$ cat src/hdl/ppa_pkg.sv
// Shared widths and defaults for the polygon perimeter and area block.
package ppa_pkg;

  // Defaults for the top-level parameters.
  localparam int unsigned COORD_WIDTH_DEF = 16;
  localparam int unsigned FRAC_BITS_DEF   = 8;

  // Fixed result widths.
  localparam int unsigned LEN_W   = 40;
  localparam int unsigned AREA_W  = 48;
  localparam int unsigned CROSS_W = 49;

  // Saturation limit of both length sums.
  localparam logic [LEN_W-1:0] LEN_MAX = '1;

endpackage

$ cat src/hdl/polygon_perimeter_and_area_top.sv
// Polygon perimeter and twice-area unit with a shared multiplier and a serial square root.
//
// Vertices arrive one per transaction as signed coordinates, with last_vertex_i set on
// the final one. Each edge after the first vertex makes four passes through the one
// shared multiplier (dx*dx, dy*dy and the two shoelace products), forms and accumulates
// the cross term, runs the square root of COORD_WIDTH + 1 + FRAC_BITS steps, one bit per
// cycle, and ends with the saturating length add. A vertex inside a polygon is not taken
// until the edge before it is done. The last vertex also runs the closing edge back to
// the first vertex and then posts the result. A polygon's first vertex is only stored,
// unless it is also its last. in_stall_o is high whenever the block is not idle: while an
// edge is in progress and while a result is being posted. The result sits in an output
// register, so a new vertex is taken while an earlier result still waits to be collected;
// the block only holds at the end of the next polygon if that result is still stalled.
// Lengths carry FRAC_BITS fraction bits and both sums saturate.
module polygon_perimeter_and_area_top #(
  parameter int unsigned COORD_WIDTH = ppa_pkg::COORD_WIDTH_DEF,
  parameter int unsigned FRAC_BITS   = ppa_pkg::FRAC_BITS_DEF
) (
  input  logic                           clk_i,
  input  logic                           rst_ni,
  input  logic                           in_valid_i,
  output logic                           in_stall_o,
  input  logic signed [COORD_WIDTH-1:0]  vertex_x_i,
  input  logic signed [COORD_WIDTH-1:0]  vertex_y_i,
  input  logic                           last_vertex_i,
  output logic                           out_valid_o,
  input  logic                           out_stall_i,
  output logic [ppa_pkg::LEN_W-1:0]      open_length_o,
  output logic [ppa_pkg::LEN_W-1:0]      perimeter_o,
  output logic [ppa_pkg::AREA_W-1:0]     double_area_o
);
  import ppa_pkg::*;

  localparam int unsigned CW    = COORD_WIDTH;
  localparam int unsigned OW    = CW + 2;            // multiplier operand width
  localparam int unsigned PW    = 2 * OW;            // product width
  localparam int unsigned TW    = PW + 1;            // cross term width
  localparam int unsigned SW    = 2 * CW + 2;        // dx*dx + dy*dy width
  localparam int unsigned NSTEP = CW + 1 + FRAC_BITS; // root steps, one root bit each
  localparam int unsigned RW    = NSTEP;             // root width
  localparam int unsigned REMW  = RW + 2;            // partial remainder width
  localparam int unsigned RADW  = 2 * NSTEP;         // radicand shift register width
  localparam int unsigned CNTW  = $clog2(NSTEP + 1);
  localparam int unsigned ADDW  = ((LEN_W > RW) ? LEN_W : RW) + 1;
  localparam int unsigned XW    = ((CROSS_W > TW) ? CROSS_W : TW) + 1;

  localparam logic signed [XW-1:0] XHI = {{(XW - CROSS_W + 1){1'b0}}, {(CROSS_W - 1){1'b1}}};
  localparam logic signed [XW-1:0] XLO = ~XHI;

  typedef enum logic [9:0] {
    S_IDLE = 10'b0000000001,
    S_MDX  = 10'b0000000010,
    S_MDY  = 10'b0000000100,
    S_MAB  = 10'b0000001000,
    S_MBA  = 10'b0000010000,
    S_XSUB = 10'b0000100000,
    S_XACC = 10'b0001000000,
    S_ROOT = 10'b0010000000,
    S_LACC = 10'b0100000000,
    S_DONE = 10'b1000000000
  } state_e;

  state_e state_q, state_d;

  // Control state and running sums.
  logic                      have_q;
  logic                      edge_q;     // 0: previous to current, 1: closing edge
  logic                      last_q;
  logic [CNTW-1:0]           cnt_q;
  logic [LEN_W-1:0]          len_sum_q;
  logic signed [CROSS_W-1:0] cross_sum_q;
  logic                      out_valid_q;

  // Datapath registers.
  logic signed [CW-1:0]      first_x_q, first_y_q, prev_x_q, prev_y_q, cur_x_q, cur_y_q;
  logic signed [PW-1:0]      prod_q;
  logic [SW-1:0]             s_q;
  logic signed [TW-1:0]      cr_q;
  logic [RADW-1:0]           rad_q;
  logic [RW-1:0]             root_q;
  logic [REMW-1:0]           rem_q;
  logic [LEN_W-1:0]          perim_q;
  logic signed [CROSS_W-1:0] closed_q;
  logic [LEN_W-1:0]          open_out_q, perim_out_q;
  logic [AREA_W-1:0]         area_out_q;

  logic signed [CW-1:0]      ax, ay, bx, by;
  logic signed [CW:0]        dxs, dys;
  logic [CW:0]               adx, ady;
  logic signed [OW-1:0]      op_a, op_b;
  logic signed [PW-1:0]      mult;
  logic signed [TW-1:0]      term;
  logic signed [XW-1:0]      xsum;
  logic signed [CROSS_W-1:0] xsat;
  logic [1:0]                pair;
  logic [REMW+1:0]           rem_ext;
  logic [REMW+1:0]           trial;
  logic                      ge;
  logic [REMW-1:0]           rem_new;
  logic [RW-1:0]             root_new;
  logic [ADDW-1:0]           lsum;
  logic [LEN_W-1:0]          lsat;
  logic [CROSS_W-1:0]        mag;
  logic [AREA_W-1:0]         area;
  logic                      out_free;
  logic                      root_last;

  // Edge endpoints: the previous vertex to the current one, or the closing edge.
  assign ax = edge_q ? cur_x_q   : prev_x_q;
  assign ay = edge_q ? cur_y_q   : prev_y_q;
  assign bx = edge_q ? first_x_q : cur_x_q;
  assign by = edge_q ? first_y_q : cur_y_q;

  assign dxs = (CW + 1)'(ax) - (CW + 1)'(bx);
  assign dys = (CW + 1)'(ay) - (CW + 1)'(by);
  assign adx = dxs[CW] ? unsigned'(-dxs) : unsigned'(dxs);
  assign ady = dys[CW] ? unsigned'(-dys) : unsigned'(dys);

  // Operand selection for the shared multiplier.
  always_comb begin
    case (state_q)
      S_MDX: begin
        op_a = signed'({1'b0, adx});
        op_b = signed'({1'b0, adx});
      end
      S_MDY: begin
        op_a = signed'({1'b0, ady});
        op_b = signed'({1'b0, ady});
      end
      S_MAB: begin
        op_a = OW'(ax);
        op_b = OW'(by);
      end
      S_MBA: begin
        op_a = OW'(bx);
        op_b = OW'(ay);
      end
      default: begin
        op_a = '0;
        op_b = '0;
      end
    endcase
  end

  assign mult = op_a * op_b;

  // Shoelace term and its saturating accumulation.
  assign term = cr_q - TW'(prod_q);
  assign xsum = XW'(cross_sum_q) + XW'(cr_q);
  always_comb begin
    if (xsum > XHI) begin
      xsat = XHI[CROSS_W-1:0];
    end else if (xsum < XLO) begin
      xsat = XLO[CROSS_W-1:0];
    end else begin
      xsat = xsum[CROSS_W-1:0];
    end
  end

  // One step of the restoring square root.
  assign pair     = rad_q[RADW-1 -: 2];
  assign rem_ext  = {rem_q, pair};
  assign trial    = (REMW + 2)'({root_q, 2'b01});
  assign ge       = (rem_ext >= trial);
  assign rem_new  = ge ? REMW'(rem_ext - trial) : REMW'(rem_ext);
  assign root_new = {root_q[RW-2:0], ge};
  assign root_last = (cnt_q == CNTW'(NSTEP - 1));

  // Saturating length add.
  assign lsum = ADDW'(len_sum_q) + ADDW'(root_q);
  assign lsat = (lsum > ADDW'(LEN_MAX)) ? LEN_MAX : lsum[LEN_W-1:0];

  // Magnitude of the closed shoelace sum, clamped to the area width.
  assign mag  = closed_q[CROSS_W-1] ? (~unsigned'(closed_q) + CROSS_W'(1))
                                    : unsigned'(closed_q);
  assign area = mag[CROSS_W-1] ? '1 : mag[AREA_W-1:0];

  assign out_free = !out_valid_q || !out_stall_i;

  // Sequencer.
  always_comb begin
    state_d = state_q;
    case (state_q)
      S_IDLE: begin
        if (in_valid_i) begin
          state_d = (!have_q && !last_vertex_i) ? S_IDLE : S_MDX;
        end
      end
      S_MDX:  state_d = S_MDY;
      S_MDY:  state_d = S_MAB;
      S_MAB:  state_d = S_MBA;
      S_MBA:  state_d = S_XSUB;
      S_XSUB: state_d = S_XACC;
      S_XACC: state_d = S_ROOT;
      S_ROOT: begin
        if (root_last) begin
          state_d = S_LACC;
        end
      end
      S_LACC: begin
        if (edge_q) begin
          state_d = S_DONE;
        end else begin
          state_d = last_q ? S_MDX : S_IDLE;
        end
      end
      S_DONE: begin
        if (out_free) begin
          state_d = S_IDLE;
        end
      end
      default: state_d = S_IDLE;
    endcase
  end

  // Control registers and running sums.
  always_ff @(posedge clk_i or negedge rst_ni) begin
    if (!rst_ni) begin
      state_q     <= S_IDLE;
      have_q      <= 1'b0;
      edge_q      <= 1'b0;
      last_q      <= 1'b0;
      cnt_q       <= '0;
      len_sum_q   <= '0;
      cross_sum_q <= '0;
      out_valid_q <= 1'b0;
    end else begin
      state_q <= state_d;
      // A posted result replaces one that leaves in the same cycle.
      if ((state_q == S_DONE) && out_free) begin
        out_valid_q <= 1'b1;
      end else if (out_valid_q && !out_stall_i) begin
        out_valid_q <= 1'b0;
      end
      case (state_q)
        S_IDLE: begin
          if (in_valid_i) begin
            last_q <= last_vertex_i;
            if (!have_q) begin
              have_q      <= 1'b1;
              len_sum_q   <= '0;
              cross_sum_q <= '0;
              edge_q      <= 1'b1;
            end else begin
              edge_q <= 1'b0;
            end
          end
        end
        S_XSUB: cnt_q <= '0;
        S_XACC: begin
          if (!edge_q) begin
            cross_sum_q <= xsat;
          end
        end
        S_ROOT: cnt_q <= cnt_q + CNTW'(1);
        S_LACC: begin
          if (!edge_q) begin
            len_sum_q <= lsat;
            edge_q    <= 1'b1;
          end
        end
        S_DONE: begin
          if (out_free) begin
            have_q      <= 1'b0;
            len_sum_q   <= '0;
            cross_sum_q <= '0;
          end
        end
        default: begin
        end
      endcase
    end
  end

  // Datapath registers.
  always_ff @(posedge clk_i) begin
    case (state_q)
      S_IDLE: begin
        if (in_valid_i) begin
          cur_x_q <= vertex_x_i;
          cur_y_q <= vertex_y_i;
          if (!have_q) begin
            first_x_q <= vertex_x_i;
            first_y_q <= vertex_y_i;
            prev_x_q  <= vertex_x_i;
            prev_y_q  <= vertex_y_i;
          end
        end
      end
      S_MDX: prod_q <= mult;
      S_MDY: begin
        s_q    <= prod_q[SW-1:0];
        prod_q <= mult;
      end
      S_MAB: begin
        s_q    <= s_q + prod_q[SW-1:0];
        prod_q <= mult;
      end
      S_MBA: begin
        cr_q   <= TW'(prod_q);
        prod_q <= mult;
      end
      S_XSUB: begin
        cr_q   <= term;
        rad_q  <= RADW'(s_q) << (2 * FRAC_BITS);
        root_q <= '0;
        rem_q  <= '0;
      end
      S_XACC: begin
        if (edge_q) begin
          closed_q <= xsat;
        end
      end
      S_ROOT: begin
        rad_q  <= rad_q << 2;
        root_q <= root_new;
        rem_q  <= rem_new;
      end
      S_LACC: begin
        if (edge_q) begin
          perim_q <= lsat;
        end else begin
          prev_x_q <= cur_x_q;
          prev_y_q <= cur_y_q;
        end
      end
      S_DONE: begin
        if (out_free) begin
          open_out_q  <= len_sum_q;
          perim_out_q <= perim_q;
          area_out_q  <= area;
        end
      end
      default: begin
      end
    endcase
  end

  assign in_stall_o    = (state_q != S_IDLE);
  assign out_valid_o   = out_valid_q;
  assign open_length_o = open_out_q;
  assign perimeter_o   = perim_out_q;
  assign double_area_o = area_out_q;

endmodule

$ cat config.mk
export PLATFORM = sky130hd
export DESIGN_NAME = polygon_perimeter_and_area_top
export DESIGN_NICKNAME = d
export VERILOG_FILES = /design/src/hdl/ppa_pkg.sv /design/src/hdl/polygon_perimeter_and_area_top.sv
export SDC_FILE = /design/constraint.sdc
export NUM_CORES = 2
export LEC_CHECK = 0
export ABC_AREA = 1
export BUFFER_PORTS_ARGS = -buffer_cell sky130_fd_sc_hd__buf_2
export CAP_MARGIN = 40
export CORE_MARGIN = 10
export CORE_UTILIZATION = 45
export DETAILED_ROUTE_END_ITERATION = 8
export HOLD_SLACK_MARGIN = 0.05
export PLACE_DENSITY = 0.71
export SYNTH_ARGS = -nofsm -noshare
export SYNTH_HDL_FRONTEND = slang
export SYNTH_SLANG_ARGS = --single-unit
$ cat constraint.sdc
create_clock -name clk_i -period 9 [get_ports clk_i]
set_clock_uncertainty 0.1 [all_clocks]
set_input_delay 1.8 -clock clk_i [delete_from_list [all_inputs] [get_ports clk_i]]
set_output_delay 1.8 -clock clk_i [all_outputs]
set_load 0.02 [all_outputs]
==> run metrics <==
Vert. Die Dim=around 360 um; Fin. Hold Viols=0; worst reg-to-reg setup slack=0.33 ns; hold endpoint=perimeter_o[25]; vias=between 40000 and 50000; RR Startpoint=edge_q; Max clock buf depth=3; Post-CTS Hold Fix Bufs=0; average cell area after synthesis=8.33 um2; Iter 0 DRT Violations=between 3000 and 4000; placed cell areas=54100 um2; Max IR drop VDD=0.000296 V; final count of pins violating max slew=0; Multi-input gate area=about 29000 um2; Fill cells=10600; synth top area cells=edfxtp_1 (30%), fa_1 (13%), nand2_1 (12%), inv_1 (7.7%), ha_1 (7.3%); final setup vio count=0; gp weighted congestion=0.976; Simple-Gate Fraction of Synth Area=0.213; Num CTS Buffers=70; Final WS setup=0.333 ns; Max Cap Viol=0; WL/cell=17.7 um; largest fanout on the critical path=18; period utilisation layout=0.963; Hold Path Origin=perim_q[25]; worst r2r dst=prod_q[30]; vias in the first global route=41600; largest net degree at the start of global routing=76; initial antenna violation count=1; post-route ant nets=0; Syn Nets=6831; CP required=9.27 ns; row count=123; Pwr per Cell Area=about 230 nW/um2; hold depth=0; post-synthesis mux area share=0; Port-buffer cells=166; die area=128000 um2; cells after synthesis=6157; ANT cells=0; Hold Crit Class=reg -> reg; worst skew pair latency=0.65 ns; clock sink count=614; WL final=between 100000 and 150000 um; CP dominant cell by count=fa_1; sequential cell area fraction in the yosys report=0.349; main combinational cell family by area after synthesis=simple AND/OR/NAND/NOR gates; Crit Path Class=reg -> reg; Root Driver=clkbuf_16; synth warn=0; Slew HR=0.378; DRC violations left=0; Storage cell area=17900 um2; CP arrival=8.94 ns; result of the run=finished clean; startpoint types=flip-flop; RSZ-0062 raised after global routing=yes; # H-tree levels=3; minimum clock period=8.67 ns; Distinct cells, synth=75; Synth top area share=0.296; CP startpoint=edge_q; Post-Synth XOR/XNOR Area=0.0312; All-Layer GR Usage=0.215; Vias per Instance=5.34; final layout net count=7077; commonest non-fill, non-tap cell in the layout=nand2_1; cell area after layout=57300 um2; dpl hpwl=110000 um; leading area contributor after synthesis=edfxtp_1; crit end category=flip-flop; Critical Path Slowest Stage Cell=fa_1; CTS tree=built; first-pass GRT wire length=222000 um; Syn Std Cell Area=51300 um2; Place WS=-0.0191 ns; core area=approximately 110000 um2; I/O pin count=around 170; Max Freq=115 MHz; Layout area overhead=11.8%; aggregate global routing overflow=0; P_leak=around 28 nW; Compound-Gate Fraction of Synth Area=0.107; Slew @ Worst Pin=just over 0.9 ns; depth of the most critical reg-to-reg path=38; most frequent cells in the layout=nand2_1 (1581), inv_1 (1050), edfxtp_1 (506); clk slew on worst S/H paths=0.06 ns; DR pass1 iterations=6; Chip Width=358 um; Initial Util=0.455; fraction of layout cells with a size suffix above 1=0.109; post-synthesis adder-cell area fraction=0.205; Yosys reg bits=around 610; slowest stage delay, CP=0.55 ns
==> worst max-delay path: cells and delay by family, from the launching register on <==
| kind | cells | cell delay (ns) |
|---|---|---|
| AO/OA/AOI/OAI | 3 | 0.34 |
| XOR/XNOR | 1 | 0.16 |
| adder cells (fa/ha/maj) | 9 | 4.09 |
| buffers and inverters | 8 | 0.88 |
| flip-flops | 1 | 0.45 |
| AND/OR/NAND/NOR | 17 | 2.35 |
==> state kept, by name, summed over array words and instances, names as in the netlist, 25 cells and up <==
signal and cells:
closed_q 49, cr_q 37, cross_sum_q 49, double_area_o 48
len_sum_q 40, open_length_o 40, perim_q 40, perimeter_o 40
prod_q 36, rad_q 34, rem_q 27, root_q 25
s_q 34
==> synthesized netlist by cell type, drive strengths merged <==
cell,count
a211o,1
a21boi,18
edfxtp,506
a31oi,44
o221a,2
nor4,24
xnor2,83
nand3,264
o31ai,3
dfstp,1
nand2,1637
and3,2
o2111ai,7
a211oi,7
nor4b,2
fa,336
a311o,1
or2,42
ha,301
o211ai,24
o221ai,6
a21oi,336
nand4,63
a22oi,3
a41oi,1
and2,6
buf,72
o32ai,1
o21bai,20
nor3,81
clkbuf,66
nand3b,22
xor2,99
o21ai,409
a221oi,1
nor2,403
a22o,21
clkinv,5
inv,1081
nor3b,1
a21o,22
o21a,13
o22ai,11
dfrtp,107
a31o,2
==> stage by stage <==
step | util | std cells | setup TNS (ns) | hold slack [ns] | power, mW
final | 0.508 | 7960 | 0 | 0.316 | 13.0
after global routing | 0.508 | 7960 | -0.191 | 0.324 | 13.9
after CTS | 0.500 | 7917 | 0 | 0.317 | 12.5
after detailed placement | 0.480 | 7787 | -0.0191 | 0.305 | 9.60
after global placement | 0.479 | 7783 | 0 | 0.302 | 9.53
after floorplan | - | 6157 | 0 | 0.300 | 7.91
==> layer usage <==
| layer | vias to the layer above | part of all wire | track usage |
|---|---|---|---|
| met1 | 20200 | 0.42 | 0.283 |
| met5 | - | 0.000057 | 0 |
| met2 | 1466 | 0.47 | 0.357 |
| met3 | 318 | 0.066 | 0.0289 |
| li1 | 20500 | - | - |
| met4 | 2 | 0.042 | 0.0840 |
==> area by class of cell <==
cell class / instances / share of cell area
clock buffers: 87 / 0.0322
clock inverters: 42 / 0.00755
inverters: 1086 / 0.0714
multi-input cells: 4322 / 0.507
flip-flops and latches: 614 / 0.312
well taps: 1500 / 0.0327
repair buffers: 309 / 0.0368
==> logic make-up after synthesis <==
family | count (synthesis)
compound gates | 953
xor+xnor | 182
fa+ha+maj | 637
buf+inv | 1224
flops | 614
simple gates | 2547
==> report_power, final <==
group | internal, mW | leakage [nW] | switching [mW]
combinational | 2.19 | 20.4 | 4.45
clock | 1.60 | 1.09 | 1.23
sequential | 3.35 | 6.26 | 0.163
==> worst max path at each step <==
stage | endpoint | slack (ns)
floorplan | prod_q[35] | 0.44
global placement | prod_q[33] | 0.15
detailed placement | prod_q[35] | -0.02
CTS | prod_q[32] | 0.01
global route | prod_q[35] | -0.06
finish | prod_q[30] | 0.33
==> repair_timing <==
item                       4_1_cts  5_1_grt
buffers inserted                 0       39
gates resized for setup          1      132
pin swaps                        1       33
cloned                           1        5
setup endpoints to repair        2       19
No activity file was read; power rests on OpenSTA's default activity.
